$ cat src/mqpd_pkg.sv
`default_nettype none
// ----------------------------------------------------------------------------
// mqpd_pkg
// Shared types and codes for the bounded deque bank.
// ----------------------------------------------------------------------------
package mqpd_pkg;

    // Request kind carried on the req_type field
    typedef enum logic {
        REQ_ADD    = 1'b0,
        REQ_REMOVE = 1'b1
    } req_type_t;

    // Result codes returned with every transfer on the result channel
    typedef enum logic [1:0] {
        RES_OK    = 2'd0,
        RES_FULL  = 2'd1,
        RES_EMPTY = 2'd2
    } result_code_t;

    // Controller states
    typedef enum logic {
        ST_IDLE = 1'b0,
        ST_EXEC = 1'b1
    } ctrl_state_t;

    // Commands from the controller to the datapath
    typedef struct packed {
        logic capture;  // latch request, read queue pointer and count
        logic commit;   // update queue state, load result registers
    } dp_cmd_t;

endpackage : mqpd_pkg
`default_nettype wire

$ cat src/mqpd_ctrl.sv
`default_nettype none
// ----------------------------------------------------------------------------
// mqpd_ctrl
// Two-state request sequencer and result-valid tracking.
// ----------------------------------------------------------------------------
module mqpd_ctrl (
    input  wire logic             aclk,
    input  wire logic             aresetn,
    input  wire logic             s_valid,
    output logic                  s_ready,
    output logic                  m_valid,
    input  wire logic             m_ready,
    output mqpd_pkg::dp_cmd_t     cmd
);
    import mqpd_pkg::*;

    ctrl_state_t state_reg, state_next;
    logic        m_valid_reg, m_valid_next;
    logic        out_free;

    assign out_free = !m_valid_reg || m_ready;

    always_ff @(posedge aclk) begin
        if (!aresetn) begin
            state_reg   <= ST_IDLE;
            m_valid_reg <= 1'b0;
        end else begin
            state_reg   <= state_next;
            m_valid_reg <= m_valid_next;
        end
    end

    always_comb begin
        state_next  = state_reg;
        s_ready     = 1'b0;
        cmd         = '0;
        unique case (state_reg)
            ST_IDLE: begin
                s_ready = 1'b1;
                if (s_valid) begin
                    cmd.capture = 1'b1;
                    state_next  = ST_EXEC;
                end
            end
            ST_EXEC: begin
                // hold until the result register can take the new result
                if (out_free) begin
                    cmd.commit = 1'b1;
                    state_next = ST_IDLE;
                end
            end
            default: state_next = ST_IDLE;
        endcase

        if (cmd.commit) begin
            m_valid_next = 1'b1;
        end else if (m_ready) begin
            m_valid_next = 1'b0;
        end else begin
            m_valid_next = m_valid_reg;
        end
    end

    assign m_valid = m_valid_reg;

endmodule : mqpd_ctrl
`default_nettype wire

$ cat src/mqpd_datapath.sv
`default_nettype none
// ----------------------------------------------------------------------------
// mqpd_datapath
// Queue pointer/count store, entry store and result registers.
// ----------------------------------------------------------------------------
module mqpd_datapath #(
    parameter int NUM_QUEUES  = 32,
    parameter int QUEUE_DEPTH = 8,
    parameter int ID_WIDTH    = 16
) (
    input  wire logic              aclk,
    input  wire logic              aresetn,
    input  mqpd_pkg::dp_cmd_t      cmd,
    input  wire logic              s_req_type,
    input  wire logic [4:0]        s_queue_select,
    input  wire logic [15:0]       s_item_id,
    input  wire logic              s_urgent,
    output logic [1:0]             m_result_code,
    output logic [15:0]            m_out_id,
    output logic                   m_out_urgent
);
    import mqpd_pkg::*;

    localparam int QW    = (NUM_QUEUES > 1) ? $clog2(NUM_QUEUES) : 1;
    localparam int HW    = $clog2(QUEUE_DEPTH);
    localparam int CW    = $clog2(QUEUE_DEPTH + 1);
    localparam int SLOTS = NUM_QUEUES * QUEUE_DEPTH;
    localparam int AW    = $clog2(SLOTS);
    localparam int EW    = ID_WIDTH + 1;

    localparam logic [HW-1:0] HeadLast = HW'(QUEUE_DEPTH - 1);
    localparam logic [CW-1:0] CountMax = CW'(QUEUE_DEPTH);
    localparam logic [CW:0]   DepthW   = (CW + 1)'(QUEUE_DEPTH);

    // Per-queue pointer and count store, valid bit means written since reset
    logic [HW-1:0]         head_mem  [NUM_QUEUES];
    logic [CW-1:0]         count_mem [NUM_QUEUES];
    logic [NUM_QUEUES-1:0] qvalid_reg;

    // Entry store: {urgent, id}, undefined until written
    logic [EW-1:0]         entry_mem [SLOTS];

    // Captured request
    logic                  remove_reg;
    logic [QW-1:0]         qidx_reg;
    logic                  in_range_reg;
    logic [ID_WIDTH-1:0]   id_reg;
    logic                  urgent_reg;
    logic [HW-1:0]         head_rd_reg;
    logic [CW-1:0]         count_rd_reg;
    logic                  qvalid_rd_reg;

    // Result registers
    result_code_t          code_reg;
    logic                  hit_reg;
    logic [EW-1:0]         rd_data_reg;

    logic [QW-1:0]         qidx_in;
    logic [63:0]           id_wide_in;
    logic [63:0]           id_wide_out;
    logic [HW-1:0]         head_cur;
    logic [CW-1:0]         count_cur;
    logic                  full;
    logic                  empty;
    logic                  add_ok;
    logic                  rem_ok;
    logic [HW-1:0]         head_dec;
    logic [HW-1:0]         head_inc;
    logic [CW:0]           tail_sum;
    logic [HW-1:0]         tail_slot;
    logic [HW-1:0]         slot;
    logic [AW-1:0]         addr;
    logic [HW-1:0]         head_new;
    logic [CW-1:0]         count_new;
    result_code_t          code_new;

    assign qidx_in    = QW'(s_queue_select);
    assign id_wide_in = 64'(s_item_id);

    // Capture the request and read the queue's pointer and count
    always_ff @(posedge aclk) begin
        if (cmd.capture) begin
            remove_reg    <= s_req_type;
            qidx_reg      <= qidx_in;
            in_range_reg  <= (32'(s_queue_select) < 32'(NUM_QUEUES));
            id_reg        <= id_wide_in[ID_WIDTH-1:0];
            urgent_reg    <= s_urgent;
            head_rd_reg   <= head_mem[qidx_in];
            count_rd_reg  <= count_mem[qidx_in];
            qvalid_rd_reg <= qvalid_reg[qidx_in];
        end
    end

    // A queue never written since reset reads as empty with head zero
    assign head_cur  = qvalid_rd_reg ? head_rd_reg  : '0;
    assign count_cur = qvalid_rd_reg ? count_rd_reg : '0;

    assign full   = (count_cur >= CountMax);
    assign empty  = (count_cur == '0);
    assign add_ok = (remove_reg == REQ_ADD)    && in_range_reg && !full;
    assign rem_ok = (remove_reg == REQ_REMOVE) && in_range_reg && !empty;

    assign head_dec  = (head_cur == '0) ? HeadLast : head_cur - HW'(1);
    assign head_inc  = (head_cur == HeadLast) ? '0 : head_cur + HW'(1);
    assign tail_sum  = (CW + 1)'(head_cur) + (CW + 1)'(count_cur);
    assign tail_slot = (tail_sum >= DepthW) ? HW'(tail_sum - DepthW) : HW'(tail_sum);

    always_comb begin
        if (remove_reg == REQ_REMOVE) begin
            slot      = head_cur;
            head_new  = head_inc;
            count_new = count_cur - CW'(1);
        end else if (urgent_reg) begin
            slot      = head_dec;
            head_new  = head_dec;
            count_new = count_cur + CW'(1);
        end else begin
            slot      = tail_slot;
            head_new  = head_cur;
            count_new = count_cur + CW'(1);
        end

        if (remove_reg == REQ_REMOVE) begin
            code_new = rem_ok ? RES_OK : RES_EMPTY;
        end else begin
            code_new = add_ok ? RES_OK : RES_FULL;
        end
    end

    assign addr = AW'(AW'(qidx_reg) * AW'(QUEUE_DEPTH)) + AW'(slot);

    always_ff @(posedge aclk) begin
        if (!aresetn) begin
            qvalid_reg <= '0;
        end else if (cmd.commit && (add_ok || rem_ok)) begin
            qvalid_reg[qidx_reg] <= 1'b1;
        end
    end

    always_ff @(posedge aclk) begin
        if (cmd.commit && (add_ok || rem_ok)) begin
            head_mem[qidx_reg]  <= head_new;
            count_mem[qidx_reg] <= count_new;
        end
    end

    always_ff @(posedge aclk) begin
        if (cmd.commit && add_ok) begin
            entry_mem[addr] <= {urgent_reg, id_reg};
        end
    end

    always_ff @(posedge aclk) begin
        if (cmd.commit) begin
            rd_data_reg <= entry_mem[addr];
            hit_reg     <= rem_ok;
            code_reg    <= code_new;
        end
    end

    assign id_wide_out   = 64'(rd_data_reg[ID_WIDTH-1:0]);
    assign m_result_code = code_reg;
    assign m_out_id      = hit_reg ? id_wide_out[15:0] : '0;
    assign m_out_urgent  = hit_reg ? rd_data_reg[EW-1] : 1'b0;

`ifndef SYNTH
    // A stored count never exceeds the queue depth
    assert property (@(posedge aclk) disable iff (!aresetn)
        cmd.commit |-> (count_cur <= CountMax))
        else $error("queue count above depth");

    // A committed add never lands in a queue that was already full
    assert property (@(posedge aclk) disable iff (!aresetn)
        (cmd.commit && add_ok) |-> (count_new <= CountMax) && (count_new != '0))
        else $error("add committed on a full queue");

    // Any result other than a successful remove reports a zero identifier and flag
    assert property (@(posedge aclk) disable iff (!aresetn)
        (cmd.commit && !rem_ok) |=> (m_out_id == '0) && !m_out_urgent)
        else $error("nonzero payload on a refused or add result");

    // A successful commit marks its queue as written
    assert property (@(posedge aclk) disable iff (!aresetn)
        (cmd.commit && (add_ok || rem_ok)) |=> qvalid_reg[$past(qidx_reg)])
        else $error("queue valid bit not set after update");
`endif

endmodule : mqpd_datapath
`default_nettype wire

$ cat src/multi_queue_priority_deque_top.sv
`default_nettype none
// An accepted request moves to the execute state and commits once the result register
//   is free or drained; no new request is accepted until then, as the read-modify-write
//   of the selected queue's head pointer and fill count reads at accept and writes at commit.
// A finished result waits in the output register while the next request is accepted.
// Reset (aresetn low, synchronous): clears the sequencer, result valid and the
//   per-queue written bits; the entry store is not cleared.
// ----------------------------------------------------------------------------
// multi_queue_priority_deque_top
// Bank of bounded queues, one per class. Adds go to the tail, or to the head
// when urgent; removes pop the head. Full and empty requests are flagged.
// ----------------------------------------------------------------------------
module multi_queue_priority_deque_top #(
    parameter int NUM_QUEUES  = 32,
    parameter int QUEUE_DEPTH = 8,
    parameter int ID_WIDTH    = 16
) (
    input  wire logic        aclk,
    input  wire logic        aresetn,
    // request channel
    input  wire logic        s_valid,
    output logic             s_ready,
    input  wire logic        s_req_type,
    input  wire logic [4:0]  s_queue_select,
    input  wire logic [15:0] s_item_id,
    input  wire logic        s_urgent,
    // result channel
    output logic             m_valid,
    input  wire logic        m_ready,
    output logic [1:0]       m_result_code,
    output logic [15:0]      m_out_id,
    output logic             m_out_urgent
);
    import mqpd_pkg::*;

    dp_cmd_t cmd;

    // Sequencer: accepts a transfer in idle, commits it once the result
    // register is free or being drained in the same cycle.
    mqpd_ctrl u_ctrl (
        .aclk    (aclk),
        .aresetn (aresetn),
        .s_valid (s_valid),
        .s_ready (s_ready),
        .m_valid (m_valid),
        .m_ready (m_ready),
        .cmd     (cmd)
    );

    // Datapath: pointer/count store with written bits, circular entry store
    // per queue, and the result registers that feed the m_ payload.
    mqpd_datapath #(
        .NUM_QUEUES  (NUM_QUEUES),
        .QUEUE_DEPTH (QUEUE_DEPTH),
        .ID_WIDTH    (ID_WIDTH)
    ) u_datapath (
        .aclk           (aclk),
        .aresetn        (aresetn),
        .cmd            (cmd),
        .s_req_type     (s_req_type),
        .s_queue_select (s_queue_select),
        .s_item_id      (s_item_id),
        .s_urgent       (s_urgent),
        .m_result_code  (m_result_code),
        .m_out_id       (m_out_id),
        .m_out_urgent   (m_out_urgent)
    );

endmodule : multi_queue_priority_deque_top
`default_nettype wire
$ cat config.mk
export PLATFORM = sky130hd
export DESIGN_NAME = multi_queue_priority_deque_top
export DESIGN_NICKNAME = d
export VERILOG_FILES = /design/src/mqpd_pkg.sv /design/src/mqpd_ctrl.sv /design/src/mqpd_datapath.sv /design/src/multi_queue_priority_deque_top.sv
export SDC_FILE = /design/constraint.sdc
export NUM_CORES = 2
export LEC_CHECK = 0
export BUFFER_PORTS_ARGS = -buffer_cell sky130_fd_sc_hd__buf_2
export CAP_MARGIN = 20
export CORE_MARGIN = 8
export CORE_UTILIZATION = 53
export CTS_BUF_LIST = sky130_fd_sc_hd__clkbuf_4
export CTS_CLUSTER_SIZE = 40
export DETAILED_ROUTE_END_ITERATION = 8
export GPL_ROUTABILITY_DRIVEN = 1
export PLACE_DENSITY = 0.68
export SYNTH_ARGS = -nofsm -noshare
export SYNTH_HDL_FRONTEND = slang
export SYNTH_HIERARCHICAL = 1
export SYNTH_MEMORY_MAX_BITS = 65536
export SYNTH_SLANG_ARGS = --single-unit
$ cat constraint.sdc
create_clock -name aclk -period 7.7 [get_ports aclk]
set_input_delay 0.385 -clock aclk [delete_from_list [all_inputs] [get_ports aclk]]
set_output_delay 0.385 -clock aclk [all_outputs]
set_load 0.05 [all_outputs]
==> flow_metrics.tcl <==
set metrics [dict create \
    number_of_buffers_inserted_to_repair_setup_after_cts 0 \
    die_h_um 613.8 \
    design.portCount 48 \
    largest_area_contributor_in_the_netlist "edfxtp_1" \
    drt-wirelength-per-cell_um 29.12 \
    layout_min_cycle_time_ns 6.575 \
    final.period_utilization_pct 85.39 \
    crit_path_cell_trace "nand2_1, ha_1, nor2b_4, buf_4, o31a_2, buf_12, mux2i_1, mux2i_1, o22ai_1, a2111oi_0, nand4_1, a311oi_1" \
    layout_commonest_cell "edfxtp_1" \
    floorplan.core_area_mm2 0.3559 \
    yosysWarningCount 6 \
    cp_top_family "compound AO/OA/AOI/OAI gates" \
    path_clk_slew_ns 0.07 \
    critPathRequiredTime_ns 9.12 \
    synth.lib_cells_used.distinct 67 \
    fin_setup_tns_ns 0 \
    count_of_flip_flops_with_a_built_in_enable_after_synthesis 4627 \
    clock_sink_count 4661 \
    critical_path.slowest_cell "a2111oi_0" \
    detailed_place_hpwl_um 299600 \
    cts_root_buffer "clkbuf_4" \
    worst_clock_skew_ns 0.1440 \
    synth-async-reset-ratio_pct 0 \
    cp_max_fo 71 \
    die_width_um 613.8 \
    layout.filler_cells 26450 \
    start_util_pct 53.22 \
    hold_class "primary input to register" \
    globalplace.congestion 0.8659 \
    drtPass1Iterations 6 \
    antenna_violating_nets_post_route 0 \
    syn_to_final_growth_pct 11.81 \
    timing.critical_path.slowest_cell_delay_ns 0.93 \
    die_area_mm2 0.3768 \
    top_regs "u_datapath/entry_mem x4352, u_datapath/count_mem x128, u_datapath/head_mem x96" \
    holdCritStartpoint "s_urgent" \
    fin_worst_hold_slack_ns 0.2047 \
    slew_margin_rel_pct 3.446 \
    largest_register_ff_count 4352 \
    drive_gt1_share_pct 19.85 \
    synth_ff_type "edfxtp_1" \
    setup_repair_after_global_routing_missed_its_margin "false" \
    synth_cells 11450 \
    crit_arrival_ns 8.00 \
    largest_net_degree_at_the_start_of_global_routing 225 \
    cts-htree-levels 7 \
    first_global_vias 111600 \
    num-nets-final 12570 \
    syn_nets 11490 \
    routed_via_density 6.223 \
    detail_route.wirelength_um 525000 \
    max_cap_viol_count 0 \
    vdd_ir_drop_max_mv 0.2033 \
    cts_hold_buf 79 \
    worstPathBufferInverterCount 2 \
    grt-ovfl-total 0 \
    setup_viol 0 \
    regMostFlops "u_datapath/entry_mem" \
    critical-path-top-cell-by-count "mux2i_1" \
    floorplan_row_count 219 \
    worstSkewPairLatency_ns 1.70 \
    grt_pass1_wl_um 755200 \
    drc_errors 0 \
    port_buffers 47 \
    reg2reg_from "u_datapath/qvalid_rd_reg" \
    synth-seq-area-share_pct 73.71 \
    most_frequent_cells_in_the_layout "edfxtp_1, mux2i_1, clkbuf_4" \
    num_vias 112200 \
    synth_seq_cells 4661 \
    clock.fmax_ghz 0.1521 \
    total_leakage_power_nw 75.74 \
    post_cts_resized 0 \
    number_of_pins_exceeding_their_max_slew_limit_in_the_final_report 0 \
    drt_first_iter_violations 14400 \
    synth.top_cell.area_share_pct 73.35 \
    mappedNetlistArea_mm2 0.1894 \
    synth_top_cells_by_area "edfxtp_1, mux2i_1, nand2_1" \
    timing_hold_violations_final 0 \
    run_status "completed" \
    timing_worst_setup_path_type "register to register" \
    startpoint "u_datapath/qvalid_rd_reg" \
    timing.critical_path.from_type "register" \
    cts_buffers 1237 \
    clock_path_buffers 5 \
    power_density_mw_per_mm2 251.0 \
    cts_tree "yes" \
    worst-slew-pin-transition_ns 1.448 \
    syn_avg_cell_area_um2 16.54 \
    globalRouteTotalUtil_pct 27.53 \
    critPathCaptureType "register" \
    antenna_violations_before_repair 28 \
]
==> area by class of cell <==
| cell class | instances | area [um2] | area share [%] |
|---|---|---|---|
| flip-flops and latches | 4661 | 139600 | 65.92 |
| multi-input cells | 5738 | 45310 | 21.39 |
| clock buffers | 1732 | 13000 | 6.139 |
| well taps | 4751 | 5944 | 2.807 |
| repair buffers | 654 | 5881 | 2.776 |
| clock inverters | 221 | 1070 | 0.5051 |
| inverters | 245 | 919.6 | 0.4342 |
| diodes | 25 | 62.56 | 0.02954 |
==> synth_stat cells, drive strengths merged (4+ instances only) <==
cell type  instances
a211oi           136
xor2               4
o311ai           236
and3              69
a21oi             88
nor3              19
ha                 6
nand4             44
buf              425
a32oi             36
a221oi            50
clkbuf           383
a311oi            21
a22oi             83
inv              243
o2111a            16
nor4              17
o21ai             72
nand2           1078
o22a              16
a31oi             66
mux4             147
dfxtp             34
or3                5
o221ai           151
nand2b             6
and2              39
a2111oi           17
a21o              17
edfxtp          4627
nand3            485
nor2             299
xnor2              4
o2111ai          136
mux2              25
mux2i           2278
o21a              34
o22ai             18
==> logic make-up after synthesis <==
kind of cell | count (synthesis) | synth area share (%)
mux | 2450 | 13.93
compound gates | 1207 | 5.020
fa+ha+maj | 7 | 0.04491
xor+xnor | 8 | 0.03698
buf+inv | 1053 | 2.576
simple gates | 2066 | 4.682
flops | 4661 | 73.71
==> metrics by stage <==
stage                     power [mW]  cell area, um2  cells  util (%)  worst slack [ns]
final                          53.16          211800  18030     59.51             1.125
after global routing           55.00          211800  18020     59.50            0.9478
after CTS                      53.48          211500  17990     59.42            0.7861
after detailed placement       33.58          196600  15960     55.24            0.7958
after global placement         33.47          196400  15930     55.17            0.8170
after floorplan                31.91          189400  11450         -            0.7742
==> per-layer routing <==
metal	vias to the layer above	routed length [um]	GRT usage [%]
li1	47940	-	-
met1	56460	199400	36.07
met2	6512	242400	42.02
met3	1259	53570	6.858
met4	8	29630	16.16
met5	-	57	0
==> worst min-delay path: stages <==
cell and delay, ns:
dlygate4sd3_1 0.53, buf_2 0.14, dlygate4sd3_1 0.65
==> power breakdown <==
group / switching (mW) / leakage (nW) / internal [mW]
registers: 0.0302 / 41.9 / 28.0
logic: 3.48 / 25.4 / 1.65
clock network: 9.50 / 8.51 / 10.5
total: 13.0 / 75.7 / 40.1
==> path summary, 6_finish.rpt <==
path	endpoint	slack, ns	depth (start not counted)
max	u_datapath/rd_data_reg[8]	1.13	12
min	u_datapath/urgent_reg	0.20	3
max reg2reg	u_datapath/rd_data_reg[8]	1.13	12
min reg2reg	u_datapath/qvalid_reg[17]	0.47	1
Note: power is estimated with default switching activity, not from simulation.
